--- src/rtl/ccr_pkg.sv ---
package ccr_pkg;

  // field widths
  localparam int COLOR_W = 5;
  localparam int COUNT_W = 6;

  // relabel table size and color range
  localparam int COLOR_SLOTS = 32;
  localparam int MAX_COLORS = 32;

  // operation codes
  localparam logic [1:0] OP_LOAD = 2'd0;
  localparam logic [1:0] OP_PERM = 2'd1;
  localparam logic [1:0] OP_EMIT = 2'd2;

endpackage

--- src/rtl/ccr_cfg_if.sv ---
interface ccr_cfg_if;
  logic       valid;
  logic       ready;
  logic [5:0] vertex_count;

  modport source (output valid, output vertex_count, input ready);
  modport sink (input valid, input vertex_count, output ready);
endinterface

--- src/rtl/ccr_in_if.sv ---
interface ccr_in_if;
  logic       valid;
  logic       ready;
  logic [1:0] operation;
  logic [4:0] value;

  modport source (output valid, output operation, output value, input ready);
  modport sink (input valid, input operation, input value, output ready);
endinterface

--- src/rtl/ccr_out_if.sv ---
interface ccr_out_if;
  logic       valid;
  logic       ready;
  logic [4:0] canonical_color;
  logic       last;
  logic       error;

  modport source (output valid, output canonical_color, output last, output error,
                  input ready);
  modport sink (input valid, input canonical_color, input last, input error,
                output ready);
endinterface

--- src/rtl/ccr_ram.sv ---
module ccr_ram #(
  parameter int WIDTH = 5,
  parameter int DEPTH = 32
) (
  input  logic                             clk,
  input  logic                             we,
  input  logic [$clog2(DEPTH)-1:0]         waddr,
  input  logic [WIDTH-1:0]                 wdata,
  input  logic                             re,
  input  logic [$clog2(DEPTH)-1:0]         raddr,
  output logic [WIDTH-1:0]                 rdata
);

  logic [WIDTH-1:0] mem [DEPTH];

  // one write port, one registered read port
  always_ff @(posedge clk) begin
    if (we) begin
      mem[waddr] <= wdata;
    end
    if (re) begin
      rdata <= mem[raddr];
    end
  end

endmodule

--- src/rtl/ccr_relabel.sv ---
module ccr_relabel (
  input  logic                      clk,
  input  logic                      rst,
  input  logic                      clear,
  input  logic                      step,
  input  logic                      restart,
  input  logic                      init_better,
  input  logic [ccr_pkg::COLOR_W-1:0] color,
  input  logic [ccr_pkg::COLOR_W-1:0] best_color,
  output logic [ccr_pkg::COLOR_W-1:0] fresh,
  output logic                      best_we
);
  import ccr_pkg::*;

  logic [COLOR_SLOTS-1:0] relabel_valid;
  logic [COLOR_W-1:0]     relabel_map [COLOR_SLOTS];
  logic [COUNT_W-1:0]     next_new_color;
  logic                   better;
  logic                   stopped;

  logic [COLOR_SLOTS-1:0] valid_cur;
  logic [COUNT_W-1:0]     nnc_cur;
  logic                   better_cur;
  logic                   stop_cur;
  logic                   hit;
  logic                   upd;
  logic                   is_new;
  logic                   better_new;
  logic                   stop_new;

  // state as seen by this entry, fresh at the start of a permutation
  always_comb begin
    valid_cur  = restart ? '0 : relabel_valid;
    nnc_cur    = restart ? '0 : next_new_color;
    better_cur = restart ? init_better : better;
    stop_cur   = restart ? 1'b0 : stopped;
    hit        = valid_cur[color];
    fresh      = hit ? relabel_map[color] : nnc_cur[COLOR_W-1:0];
    upd        = !stop_cur;
    is_new     = upd && !hit;
    stop_new   = stop_cur || (upd && !better_cur && (fresh > best_color));
    better_new = better_cur || (upd && !better_cur && (fresh < best_color));
    best_we    = step && upd && better_new && !stop_new;
  end

  // control state of the running permutation
  always_ff @(posedge clk) begin
    if (rst || clear) begin
      relabel_valid  <= '0;
      next_new_color <= '0;
      better         <= 1'b0;
      stopped        <= 1'b0;
    end else if (step) begin
      relabel_valid  <= valid_cur | (is_new ? (COLOR_SLOTS'(1) << color) : '0);
      next_new_color <= nnc_cur + (is_new ? COUNT_W'(1) : '0);
      better         <= better_new;
      stopped        <= stop_new;
    end
  end

  // relabel map entries, guarded by the valid bits
  always_ff @(posedge clk) begin
    if (step && is_new) begin
      relabel_map[color] <= fresh;
    end
  end

endmodule

--- src/rtl/canonical_coloring_relabel_top.sv ---
// Canonical coloring relabeler.
// Channels: cfg writes vertex_count (always ready, write only while idle);
// items carries operation/value words (load color, permutation entry, emit);
// results carries canonical_color, last and error words.
// A load word is written in its accept cycle. For a permutation entry the colors
// memory and the best-coloring memory are read in the accept cycle, and the
// next cycle relabels, compares and writes the best color back.
// An emit word reads one position at a time through the single read port
// of the memories, alternating ST_EMIT_RD and ST_EMIT_WR; ready for items
// drops during that time. The first result enters the output register in
// the first ST_EMIT_WR after the emit word is accepted.
// The output register holds a result while the receiver stalls; the emit
// sequence waits for it, and after the last result the block takes new items
// while that result still waits.
// Reset (rst, synchronous) sets vertex_count to 32 and clears all control
// state; memory contents are not cleared and stay undefined until written.
// After an emit the block returns to the same cleared state, vertex_count kept.
module canonical_coloring_relabel_top #(
  parameter int MAX_VERTICES = 32
) (
  input logic      clk,
  input logic      rst,
  ccr_cfg_if.sink  cfg,
  ccr_in_if.sink   items,
  ccr_out_if.source results
);
  import ccr_pkg::*;

  localparam int AW    = (MAX_VERTICES > 1) ? $clog2(MAX_VERTICES) : 1;
  localparam int N_CAP = (MAX_VERTICES < 32) ? MAX_VERTICES : 32;

  localparam logic [1:0] ST_IDLE    = 2'd0;
  localparam logic [1:0] ST_PERM    = 2'd1;
  localparam logic [1:0] ST_EMIT_RD = 2'd2;
  localparam logic [1:0] ST_EMIT_WR = 2'd3;

  logic [1:0]         state;
  logic [COUNT_W-1:0] vertex_count;
  logic [COUNT_W-1:0] n_eff;
  logic [COUNT_W-1:0] load_pointer;
  logic [COUNT_W-1:0] perm_position;
  logic               first_perm_done;
  logic               sticky_error;
  logic [COLOR_W-1:0] v_q;
  logic [COUNT_W-1:0] emit_k;

  logic               out_valid;
  logic [COLOR_W-1:0] out_color;
  logic               out_last;
  logic               out_error;

  logic               in_take;
  logic               out_free;
  logic               v_ok;
  logic               perm_err;
  logic [COLOR_W-1:0] perm_color;
  logic [COLOR_W-1:0] emit_color;
  logic               emit_last;
  logic               emit_done;

  logic               loaded_we;
  logic               loaded_re;
  logic [AW-1:0]      loaded_raddr;
  logic [COLOR_W-1:0] loaded_rd;
  logic               best_re;
  logic [AW-1:0]      best_raddr;
  logic [COLOR_W-1:0] best_rd;
  logic               best_we;
  logic [COLOR_W-1:0] fresh;

  // configuration register
  assign cfg.ready = 1'b1;

  always_ff @(posedge clk) begin
    if (rst) begin
      vertex_count <= COUNT_W'(32);
    end else if (cfg.valid) begin
      vertex_count <= cfg.vertex_count;
    end
  end

  // vertex count saturated to the supported range
  always_comb begin
    if (vertex_count == '0) begin
      n_eff = COUNT_W'(1);
    end else if (vertex_count > COUNT_W'(N_CAP)) begin
      n_eff = COUNT_W'(N_CAP);
    end else begin
      n_eff = vertex_count;
    end
  end

  // handshakes
  assign items.ready = (state == ST_IDLE);
  assign in_take     = items.valid && items.ready;
  assign out_free    = !out_valid || results.ready;

  assign results.valid           = out_valid;
  assign results.canonical_color = out_color;
  assign results.last            = out_last;
  assign results.error           = out_error;

  // permutation entry color and error check, emit color and last flag
  always_comb begin
    v_ok       = ({1'b0, v_q} < n_eff);
    perm_color = v_ok ? loaded_rd : '0;
    perm_err   = !v_ok || ({1'b0, perm_color} >= COUNT_W'(MAX_COLORS));
    emit_color = first_perm_done ? best_rd : loaded_rd;
    emit_last  = ((emit_k + COUNT_W'(1)) == n_eff);
    emit_done  = (state == ST_EMIT_WR) && out_free && emit_last;
  end

  // memory ports
  always_comb begin
    loaded_we    = in_take && (items.operation == OP_LOAD) && (load_pointer < n_eff);
    loaded_re    = (in_take && (items.operation == OP_PERM)) || (state == ST_EMIT_RD);
    loaded_raddr = (state == ST_EMIT_RD) ? AW'(emit_k) : AW'(items.value);
    best_re      = loaded_re;
    best_raddr   = (state == ST_EMIT_RD) ? AW'(emit_k) : AW'(perm_position);
  end

  ccr_ram #(
    .WIDTH (COLOR_W),
    .DEPTH (MAX_VERTICES)
  ) u_loaded (
    .clk   (clk),
    .we    (loaded_we),
    .waddr (AW'(load_pointer)),
    .wdata (items.value),
    .re    (loaded_re),
    .raddr (loaded_raddr),
    .rdata (loaded_rd)
  );

  ccr_ram #(
    .WIDTH (COLOR_W),
    .DEPTH (MAX_VERTICES)
  ) u_best (
    .clk   (clk),
    .we    (best_we),
    .waddr (AW'(perm_position)),
    .wdata (fresh),
    .re    (best_re),
    .raddr (best_raddr),
    .rdata (best_rd)
  );

  ccr_relabel u_relabel (
    .clk         (clk),
    .rst         (rst),
    .clear       (emit_done),
    .step        (state == ST_PERM),
    .restart     (perm_position == '0),
    .init_better (!first_perm_done),
    .color       (perm_color),
    .best_color  (best_rd),
    .fresh       (fresh),
    .best_we     (best_we)
  );

  // output register valid
  always_ff @(posedge clk) begin
    if (rst) begin
      out_valid <= 1'b0;
    end else if ((state == ST_EMIT_WR) && out_free) begin
      out_valid <= 1'b1;
    end else if (results.ready) begin
      out_valid <= 1'b0;
    end
  end

  // sequencer
  always_ff @(posedge clk) begin
    if (rst) begin
      state           <= ST_IDLE;
      load_pointer    <= '0;
      perm_position   <= '0;
      first_perm_done <= 1'b0;
      sticky_error    <= 1'b0;
    end else begin
      unique case (state)
        ST_IDLE: begin
          if (in_take) begin
            unique case (items.operation)
              OP_LOAD: begin
                if (load_pointer < n_eff) begin
                  load_pointer <= load_pointer + COUNT_W'(1);
                end
              end
              OP_PERM: begin
                state <= ST_PERM;
              end
              OP_EMIT: begin
                if (perm_position != '0) begin
                  sticky_error <= 1'b1;
                end
                state <= ST_EMIT_RD;
              end
              default: begin
              end
            endcase
          end
        end
        ST_PERM: begin
          if (perm_err) begin
            sticky_error <= 1'b1;
          end
          if ((perm_position + COUNT_W'(1)) >= n_eff) begin
            perm_position   <= '0;
            first_perm_done <= 1'b1;
          end else begin
            perm_position <= perm_position + COUNT_W'(1);
          end
          state <= ST_IDLE;
        end
        ST_EMIT_RD: begin
          state <= ST_EMIT_WR;
        end
        ST_EMIT_WR: begin
          if (out_free) begin
            if (emit_last) begin
              load_pointer    <= '0;
              perm_position   <= '0;
              first_perm_done <= 1'b0;
              sticky_error    <= 1'b0;
              state           <= ST_IDLE;
            end else begin
              state <= ST_EMIT_RD;
            end
          end
        end
        default: begin
          state <= ST_IDLE;
        end
      endcase
    end
  end

  // payload registers
  always_ff @(posedge clk) begin
    if (in_take && (items.operation == OP_PERM)) begin
      v_q <= items.value;
    end
    if (in_take && (items.operation == OP_EMIT)) begin
      emit_k <= '0;
    end else if ((state == ST_EMIT_WR) && out_free && !emit_last) begin
      emit_k <= emit_k + COUNT_W'(1);
    end
    if ((state == ST_EMIT_WR) && out_free) begin
      out_color <= emit_color;
      out_last  <= emit_last;
      out_error <= sticky_error;
    end
  end

endmodule
--- src/flat_wrapper.sv ---
// flat-port wrapper written by rule: the top's interface ports become plain ports
module canonical_coloring_relabel_top_flat import ccr_pkg::*;
#(
  parameter int MAX_VERTICES = 32
)
  (clk, rst, cfg_valid, cfg_vertex_count, cfg_ready, items_valid, items_operation, items_value, items_ready, results_valid, results_canonical_color, results_last, results_error, results_ready);
  ccr_cfg_if cfg_i ();
  ccr_in_if items_i ();
  ccr_out_if results_i ();
  input logic clk;
  input logic rst;
  input wire logic [$bits(cfg_i.valid)-1:0] cfg_valid;
  input wire logic [$bits(cfg_i.vertex_count)-1:0] cfg_vertex_count;
  output wire logic [$bits(cfg_i.ready)-1:0] cfg_ready;
  input wire logic [$bits(items_i.valid)-1:0] items_valid;
  input wire logic [$bits(items_i.operation)-1:0] items_operation;
  input wire logic [$bits(items_i.value)-1:0] items_value;
  output wire logic [$bits(items_i.ready)-1:0] items_ready;
  output wire logic [$bits(results_i.valid)-1:0] results_valid;
  output wire logic [$bits(results_i.canonical_color)-1:0] results_canonical_color;
  output wire logic [$bits(results_i.last)-1:0] results_last;
  output wire logic [$bits(results_i.error)-1:0] results_error;
  input wire logic [$bits(results_i.ready)-1:0] results_ready;
  assign cfg_i.valid = cfg_valid;
  assign cfg_i.vertex_count = cfg_vertex_count;
  assign cfg_ready = cfg_i.ready;
  assign items_i.valid = items_valid;
  assign items_i.operation = items_operation;
  assign items_i.value = items_value;
  assign items_ready = items_i.ready;
  assign results_valid = results_i.valid;
  assign results_canonical_color = results_i.canonical_color;
  assign results_last = results_i.last;
  assign results_error = results_i.error;
  assign results_i.ready = results_ready;
  canonical_coloring_relabel_top #(.MAX_VERTICES(MAX_VERTICES)) u_core (.clk(clk), .rst(rst), .cfg(cfg_i), .items(items_i), .results(results_i));
endmodule
--- config.mk ---
export PLATFORM = sky130hd
export DESIGN_NAME = canonical_coloring_relabel_top_flat
export DESIGN_NICKNAME = d
export VERILOG_FILES = /design/src/rtl/ccr_pkg.sv /design/src/rtl/ccr_cfg_if.sv /design/src/rtl/ccr_in_if.sv /design/src/rtl/ccr_out_if.sv /design/src/rtl/ccr_ram.sv /design/src/rtl/ccr_relabel.sv /design/src/rtl/canonical_coloring_relabel_top.sv /design/src/flat_wrapper.sv
export SDC_FILE = /design/constraint.sdc
export NUM_CORES = 1
export LEC_CHECK = 0
export ABC_AREA = 1
export BUFFER_PORTS_ARGS = -buffer_cell sky130_fd_sc_hd__buf_2
export CAP_MARGIN = 20
export CORE_MARGIN = 8
export CORE_UTILIZATION = 38
export CTS_CLUSTER_DIAMETER = 30
export DETAILED_ROUTE_END_ITERATION = 10
export PLACE_DENSITY = 0.55
export SLEW_MARGIN = 10
export SYNTH_ARGS = -nofsm -noshare
export SYNTH_HDL_FRONTEND = slang
export SYNTH_HIERARCHICAL = 1
export SYNTH_SLANG_ARGS = --single-unit
--- constraint.sdc ---
create_clock -name clk -period 23.1 [get_ports clk]
set_clock_uncertainty 0.15 [all_clocks]
set_input_delay 1.155 -clock clk [delete_from_list [all_inputs] [get_ports clk]]
set_output_delay 1.155 -clock clk [all_outputs]
set_load 0.01 [all_outputs]
# [Word level (Yosys, flattened, before mapping)]
# Memories as Yosys holds them, arrays and structs flattened. A register that Yosys moved wholly into a read port is not among the register bits.
# Index checks and enable logic that the tools add are counted.
[totals] reg_bits=81 latchBits=0 ramBits=480 mem_bits_ro=0 input_bits=18 output_inout_bits=10 word_cells=135 mem_count=3
[mem_list] name="u_core.u_best.mem" depth=32 word_bits=5 rd=1 rd_clocked_by_memory_dff=1 wr=1 line="ccr_ram.sv:14" source="logic [WIDTH-1:0] mem [DEPTH];"
[mem_list] name="u_core.u_loaded.mem" depth=32 word_bits=5 rd=1 rd_clocked_by_memory_dff=1 wr=1 line="ccr_ram.sv:14"
[mem_list] name="u_core.u_relabel.relabel_map" depth=32 word_bits=5 rd=1 rd_clocked_by_memory_dff=0 wr=1 line="ccr_relabel.sv:16" source="logic [COLOR_W-1:0] relabel_map [COLOR_SLOTS];"
[op_classes] addsub=4 n_mul=0 n_div=0 order_cmp=7 eq_ne=16 n_shift=1 muxes=45 bitwise=1 n_reduce_logical=42
[ops] operator="$mux W32" count=2
[ops] operator="$mux W6" count=9
[ops] operator="$or A32 B32 Y32" count=1
[ops] operator="$shl A1 B5 Y32 const A" count=1
[ops] operator="$mux W5" count=5
[ops] operator="$pmux W6 S2" count=2
[ops] operator="$mux W1" count=19
[ops] operator="$add A6 B1 Y6 const B" count=3
[ops] operator="$logic_and A1 B1 Y1" count=16
[ops] operator="$logic_not A6 Y1" count=2
[ops] operator="$ne A2 B2 Y1 const B" count=6
[ops] operator="$pmux W2 S4" count=1
[ops] operator="$logic_not A1 Y1" count=7
[ops] operator="$reduce_and A7 Y1" count=1
[ops] operator="$add A6 B1 Y6" count=1
[ops] operator="$eq A2 B2 Y1 const B" count=3
[ops] operator="$eq A6 B6 Y1" count=1
[ops] operator="$ge A6 B6 Y1" count=1
[ops] operator="$gt A6 B6 Y1 const B" count=1
[ops] operator="$lt A5 B6 Y1" count=1
[ops] operator="$lt A5 B6 Y1 const B" count=1
[ops] operator="$lt A6 B6 Y1" count=1
[ops] operator="$mux W2" count=3
[ops] operator="$ne A2 B1 Y1 const B" count=3
[ops] operator="16 further kinds" count=25

# [Depth between registers and ports, before layout]
[depth] ltp_word=15 depth_mapped=35 ltp_nobuf=34

# [Hierarchy]
# Netlist, hierarchy kept.
[by_module_without_submodules] mod="ccr_ram" n_inst=2 cells_per_inst=595 area_per_inst_um2=6846.6 seq_area_each_um2=4954.8
[by_module_without_submodules] mod="ccr_relabel" n_inst=1 cells_per_inst=798 area_per_inst_um2=8483.1 seq_area_each_um2=5585.4
[by_module_without_submodules] mod="canonical_coloring_relabel_top" n_inst=1 cells_per_inst=385 area_per_inst_um2=2701.3 seq_area_each_um2=940.9

# [Worst setup path before layout]
# OpenSTA, ideal clock, no wires.
[synth_timing] path_kind="register to register" startpoint="reg u_core.vertex_count[2]" endpoint="mem u_core.u_best.mem[11][0], enable pin" setup_ps=340 arrival_time_ps=7355 required_time_ps=22610 setup_slack_ps=15255 path_stages_with_launch=33 path_buffers=2 period_less_slack_ps=7845 path_cell_list="dfxtp_1 nor2_1 nand3_1 nand2_1 nand2_1 ha_1 a21oi_1 nor2_1 a21oi_1 nand2_1 nor2_1 nand2_2 inv_2 buf_4 nand2_1 nand3_1 nor2_1 nor2_1 nor2_1 nand2_1 buf_4 inv_1 o21ai_0 ha_1 a21oi_1 nand2_1 a21oi_1 o21bai_1 o21ai_0 nand2_1 nor3_1 nand3_1 nor2_1"
[synth_via] elab_chain_len=15 elab_cells_between_ends=21 cone_classes="order compare: 4; mux: 8; reduce/logical: 8; memory: 1"
[synth_rtl] item="from (decl)" line="canonical_coloring_relabel_top.sv:38" source="logic [COUNT_W-1:0] vertex_count;"
[synth_rtl] item="from (signal assigned)" line="canonical_coloring_relabel_top.sv:78" source="vertex_count <= cfg.vertex_count;"
[synth_rtl] item="$gt A6 B6 Y1" line="canonical_coloring_relabel_top.sv:86" source="end else if (vertex_count > COUNT_W'(N_CAP)) begin"
[synth_rtl] item="$mux W6" line="canonical_coloring_relabel_top.sv:86"
[synth_rtl] item="$mux W6 (*)" line="canonical_coloring_relabel_top.sv:84" source="if (vertex_count == '0) begin"
[synth_rtl] item="$lt A5 B6 Y1 (*)" line="canonical_coloring_relabel_top.sv:105" source="v_ok = ({1'b0, v_q} < n_eff);"
[synth_rtl] item="$mux W5 (*)" line="canonical_coloring_relabel_top.sv:106" source="perm_color = v_ok ? loaded_rd : '0;"
[synth_rtl] item="net u_core.perm_color[0]" line="canonical_coloring_relabel_top.sv:56" source="logic [COLOR_W-1:0] perm_color;"
[synth_rtl] item="$bmux W1 S5" line="ccr_relabel.sv:37" source="hit = valid_cur[color];"
[synth_rtl] item="$mux W1 (not written as such)" line="ccr_relabel.sv:37"
[synth_rtl] item="(+1 left out)"
[synth_rtl] item="net u_core.fresh[2]" line="canonical_coloring_relabel_top.sv:69" source="logic [COLOR_W-1:0] fresh;"
[synth_rtl] item="$lt A5 B5 Y1 or $gt A5 B5 Y1 (tied branches)" line="ccr_relabel.sv:42, ccr_relabel.sv:41"
[synth_rtl] item="$logic_and A1 B1 Y1 (on tied branches)" line="ccr_relabel.sv:42, ccr_relabel.sv:41"
[synth_rtl] item="$logic_or A1 B1 Y1 (on tied branches)" line="ccr_relabel.sv:42, ccr_relabel.sv:41"
[synth_rtl] item="$logic_and A1 B1 Y1 or $logic_not A1 Y1 (tied branches)" line="ccr_relabel.sv:43" source="best_we = step && upd && better_new && !stop_new;"
[synth_rtl] item="$logic_and A1 B1 Y1 (*)" line="ccr_relabel.sv:43"
[synth_rtl] item="net u_core.best_we" line="canonical_coloring_relabel_top.sv:68" source="logic best_we;"
[synth_rtl] item="$mux W1 (*)" line="ccr_ram.sv:18" source="if (we) begin"
[synth_rtl] item="$mux W1 (not written as such) (*)" line="ccr_ram.sv:19" source="mem[waddr] <= wdata;"
[synth_rtl] item="to (decl)" line="ccr_ram.sv:14"
# Mark *: on every way through the listed nets, which the timed path passes. The rest lies on a longest branch. The select of a mux whose other input is x is not followed.

# [Worst setup path in the final report]
[layout_timing] startpoint="reg u_core.vertex_count[2]" endpoint="mem u_core.u_best.mem[26][2], enable pin"
# The elaborated chain is that of the path after synthesis.

==> results.json <==
{
  "cpMostUsedCell": "nand2_1",
  "startpoint_type": "flop",
  "clock-sinks": 570,
  "cts_buffers": 102,
  "seqPwrFrac": 0.385,
  "post-route-cell-area_sq_um": 29100,
  "grt_antenna_before_repair": 1,
  "drtIter0Drc": 1693,
  "gp_congestion": 0.859,
  "crit_fanout": 65,
  "rsz0062_at_grt": "false",
  "switching_share": 0.284,
  "r2r_slack_ns": 14.24,
  "rows": 94,
  "die_w_um": 272,
  "fmaxAchievable_ghz": 0.113,
  "wl_mm": 64.3,
  "fin_crit_ns": 8.86,
  "synthAdderAreaFrac": 0.0131,
  "synth_xor_area_frac": 0.00211,
  "cts.clk_slew.worst_paths_ns": 0.05,
  "cp.buffers_inverters": 3,
  "numPortBuffers": 26,
  "routedWlPerCell_um": 19.2,
  "synth.distinct_cells": 45,
  "crit_path_top_delay_cell": "nor2_1",
  "area_delta_synth_final_pct": 16.9,
  "combPwrFrac": 0.156,
  "p_leak_nw": 10.8,
  "placed_area_sq_um": 25600,
  "grt_pass1_wl_mm": 98.3,
  "crit_family": "simple AND/OR/NAND/NOR gates",
  "synth.top_cell.area_share": 0.606,
  "setup_viol": 0,
  "antenna_left": 0,
  "p_int_w": 0.00232,
  "clk_latency_ns": 0.64,
  "drv_slew": 0,
  "vdd_drop_max_v": 0.0000692,
  "synth-seq-cells": 570,
  "viasPerCell": 5.25,
  "io-pin-count": 28,
  "syn_nets": 2417,
  "placed_cells": 3168,
  "nets": 2453,
  "finalSetupTns_ns": 0,
  "start_util": 0.381,
  "hp-class": "flop to flop",
  "grt.total_usage": 0.169,
  "synthCells": 2373,
  "grt-ovfl-total": 0,
  "dieArea_sq_um": 73900,
  "mappedNetlistArea_sq_um": 24900,
  "synth_warnings": 6,
  "timing.final.hold_violations": 0,
  "crit_path_max_incr_delay_ns": 0.78,
  "ys_seq_area_frac": 0.661,
  "fillCellCount": 6005,
  "crit_end": "u_core/u_best/mem[26][2]",
  "synth_top_family_by_area": "simple AND/OR/NAND/NOR gates",
  "slew_headroom": 0.250,
  "rr_worst_depth": 33,
  "post-route-period-util": 0.383,
  "tightest_slew_ns": 1.11,
  "layout_common_cells": "nand2_1 (707), edfxtp_1 (502), nand3_1 (300), nor2_1 (181), inv_1 (125)",
  "p_per_area_nw_per_um2": 111,
  "status": "finished, final reports clean",
  "cts_tree": "done",
  "grt_max_degree": 82,
  "drv_cap": 0,
  "pre_cts_ws_ns": 14.45,
  "required_ns": 23.22,
  "layout-drive-gt1-share": 0.110,
  "drc": 0,
  "clockRootBuffer": "clkbuf_16",
  "synth_area_leaders": "edfxtp_1 (61%), nand2_1 (11%), nand3_1 (6.0%), dfxtp_1 (5.5%), nor2_1 (2.7%)",
  "synth_area_per_cell_sq_um": 10.5,
  "cts_resized": 0,
  "htree_levels": 3,
  "synth_simple_gate_area_frac": 0.227,
  "grt_pass1_vias": 17335,
  "crit_type": "flop to flop",
  "cts_buffer_depth": 3,
  "vias": 17635,
  "fin_ws_ns": 14.24,
  "p_sw_w": 0.000920,
  "layout_commonest_cell": "nand2_1",
  "rr_startpoint": "u_core/vertex_count[2]",
  "die_y_um": 272,
  "n_antenna_cell": 0,
  "clkPwrFrac": 0.458,
  "dp_hpwl_mm": 39.9,
  "firstDrtPassIters": 7,
  "cp.arrival_ns": 8.97,
  "synth_top_area_cell": "edfxtp_1",
  "synth_mux_area_frac": 0.000402,
  "synth_compound_area_frac": 0.0465,
  "worst-path-stages": 33,
  "core-area_sq_um": 65300,
  "setup.worst_path.end_class": "flop",
  "critPathLaunch": "u_core/vertex_count[2]",
  "holdBufCountCts": 0,
  "cts_setup_buffers": 0,
  "r2r-end": "u_core/u_best/mem[26][2]",
  "final_cell_count_no_fill": 3357
}
-- final cells by class --
| cell class | instances | area [sq um] | area share |
|---|---|---|---|
| multi-input combinational | 1547 | 7250 | 0.249 |
| inverter | 140 | 536 | 0.0184 |
| sequential | 570 | 16400 | 0.565 |
| clock inverter | 72 | 842 | 0.0290 |
| tap | 864 | 1080 | 0.0372 |
| timing repair buffer | 48 | 315 | 0.0108 |
| clock buffer | 116 | 2630 | 0.0903 |
-- flip-flops by register name, summed over array words and instances (netlist names), 6 cells and up --
register / cells
u_core/u_best/mem: 160
u_core/vertex_count: 6
u_core/u_relabel/relabel_map: 160
u_core/u_relabel/relabel_valid: 32
u_core/perm_position: 6
u_core/u_loaded/mem: 160
u_core/emit_k: 6
u_core/load_pointer: 6
-- how the worst min path moves through the flow --
stage / depth (start not counted) / slack [ns] / end / from
after floorplan: 0 / 0.26 / u_core/results.error / u_core/sticky_error
after global placement: 0 / 0.29 / u_core/results.error / u_core/sticky_error
after detailed placement: 0 / 0.27 / u_core/results.error / u_core/sticky_error
after CTS: 0 / 0.29 / u_core/results.error / u_core/sticky_error
after global routing: 0 / 0.30 / u_core/results.error / u_core/sticky_error
final: 0 / 0.28 / u_core/results.error / u_core/sticky_error
-- logic make-up after synthesis --
family | Yosys count
xor gates and xnor gates | 6
AOI/OAI and AO/OA | 201
and+or+nand+nor | 1312
muxes | 1
DFF | 570
other | 1
adders and majority gates | 26
buffers and inverters | 256
-- Yosys cell counts, drive strengths merged --
master,instances
nand3,302
conb,1
nand2,722
a21oi,79
nor4,1
buf,81
o21bai,3
nand3b,3
nor2,196
xor2,5
o221ai,15
nor3b,2
o211ai,1
inv,137
a22oi,7
a211oi,2
o22ai,29
nor3,6
mux2i,1
or2,18
edfxtp,502
nand4,62
clkinv,3
ha,26
xnor2,1
o21ai,57
clkbuf,35
o31ai,1
o21a,3
dfxtp,68
o22a,4
-- power by group through the flow --
stage          Clock, W  Sequential, W  Combinational (W)
3_5_place_dp          0        0.00127           0.000506
3_3_place_gp          0        0.00127           0.000503
2_1_floorplan         0        0.00127           0.000344
5_1_grt         0.00155        0.00125           0.000560
4_1_cts         0.00151        0.00125           0.000509
6_report        0.00148        0.00125           0.000505
-- through the flow --
step           hold slack (ns)  total power (W)   util
2_1_floorplan            0.258          0.00161      -
3_3_place_gp             0.285          0.00177  0.392
3_5_place_dp             0.266          0.00177  0.392
4_1_cts                  0.286          0.00326  0.445
5_1_grt                  0.296          0.00336  0.446
6_report                 0.282          0.00324  0.446
-- metal layers --
layer,GRT usage,vias up,wire [um]
met4,0.0642,0,1650
met3,0.0275,119,3890
met2,0.270,579,29400
met1,0.232,8603,29300
met5,0,-,0
li1,-,8334,-
No activity file was read; power rests on OpenSTA's default activity.
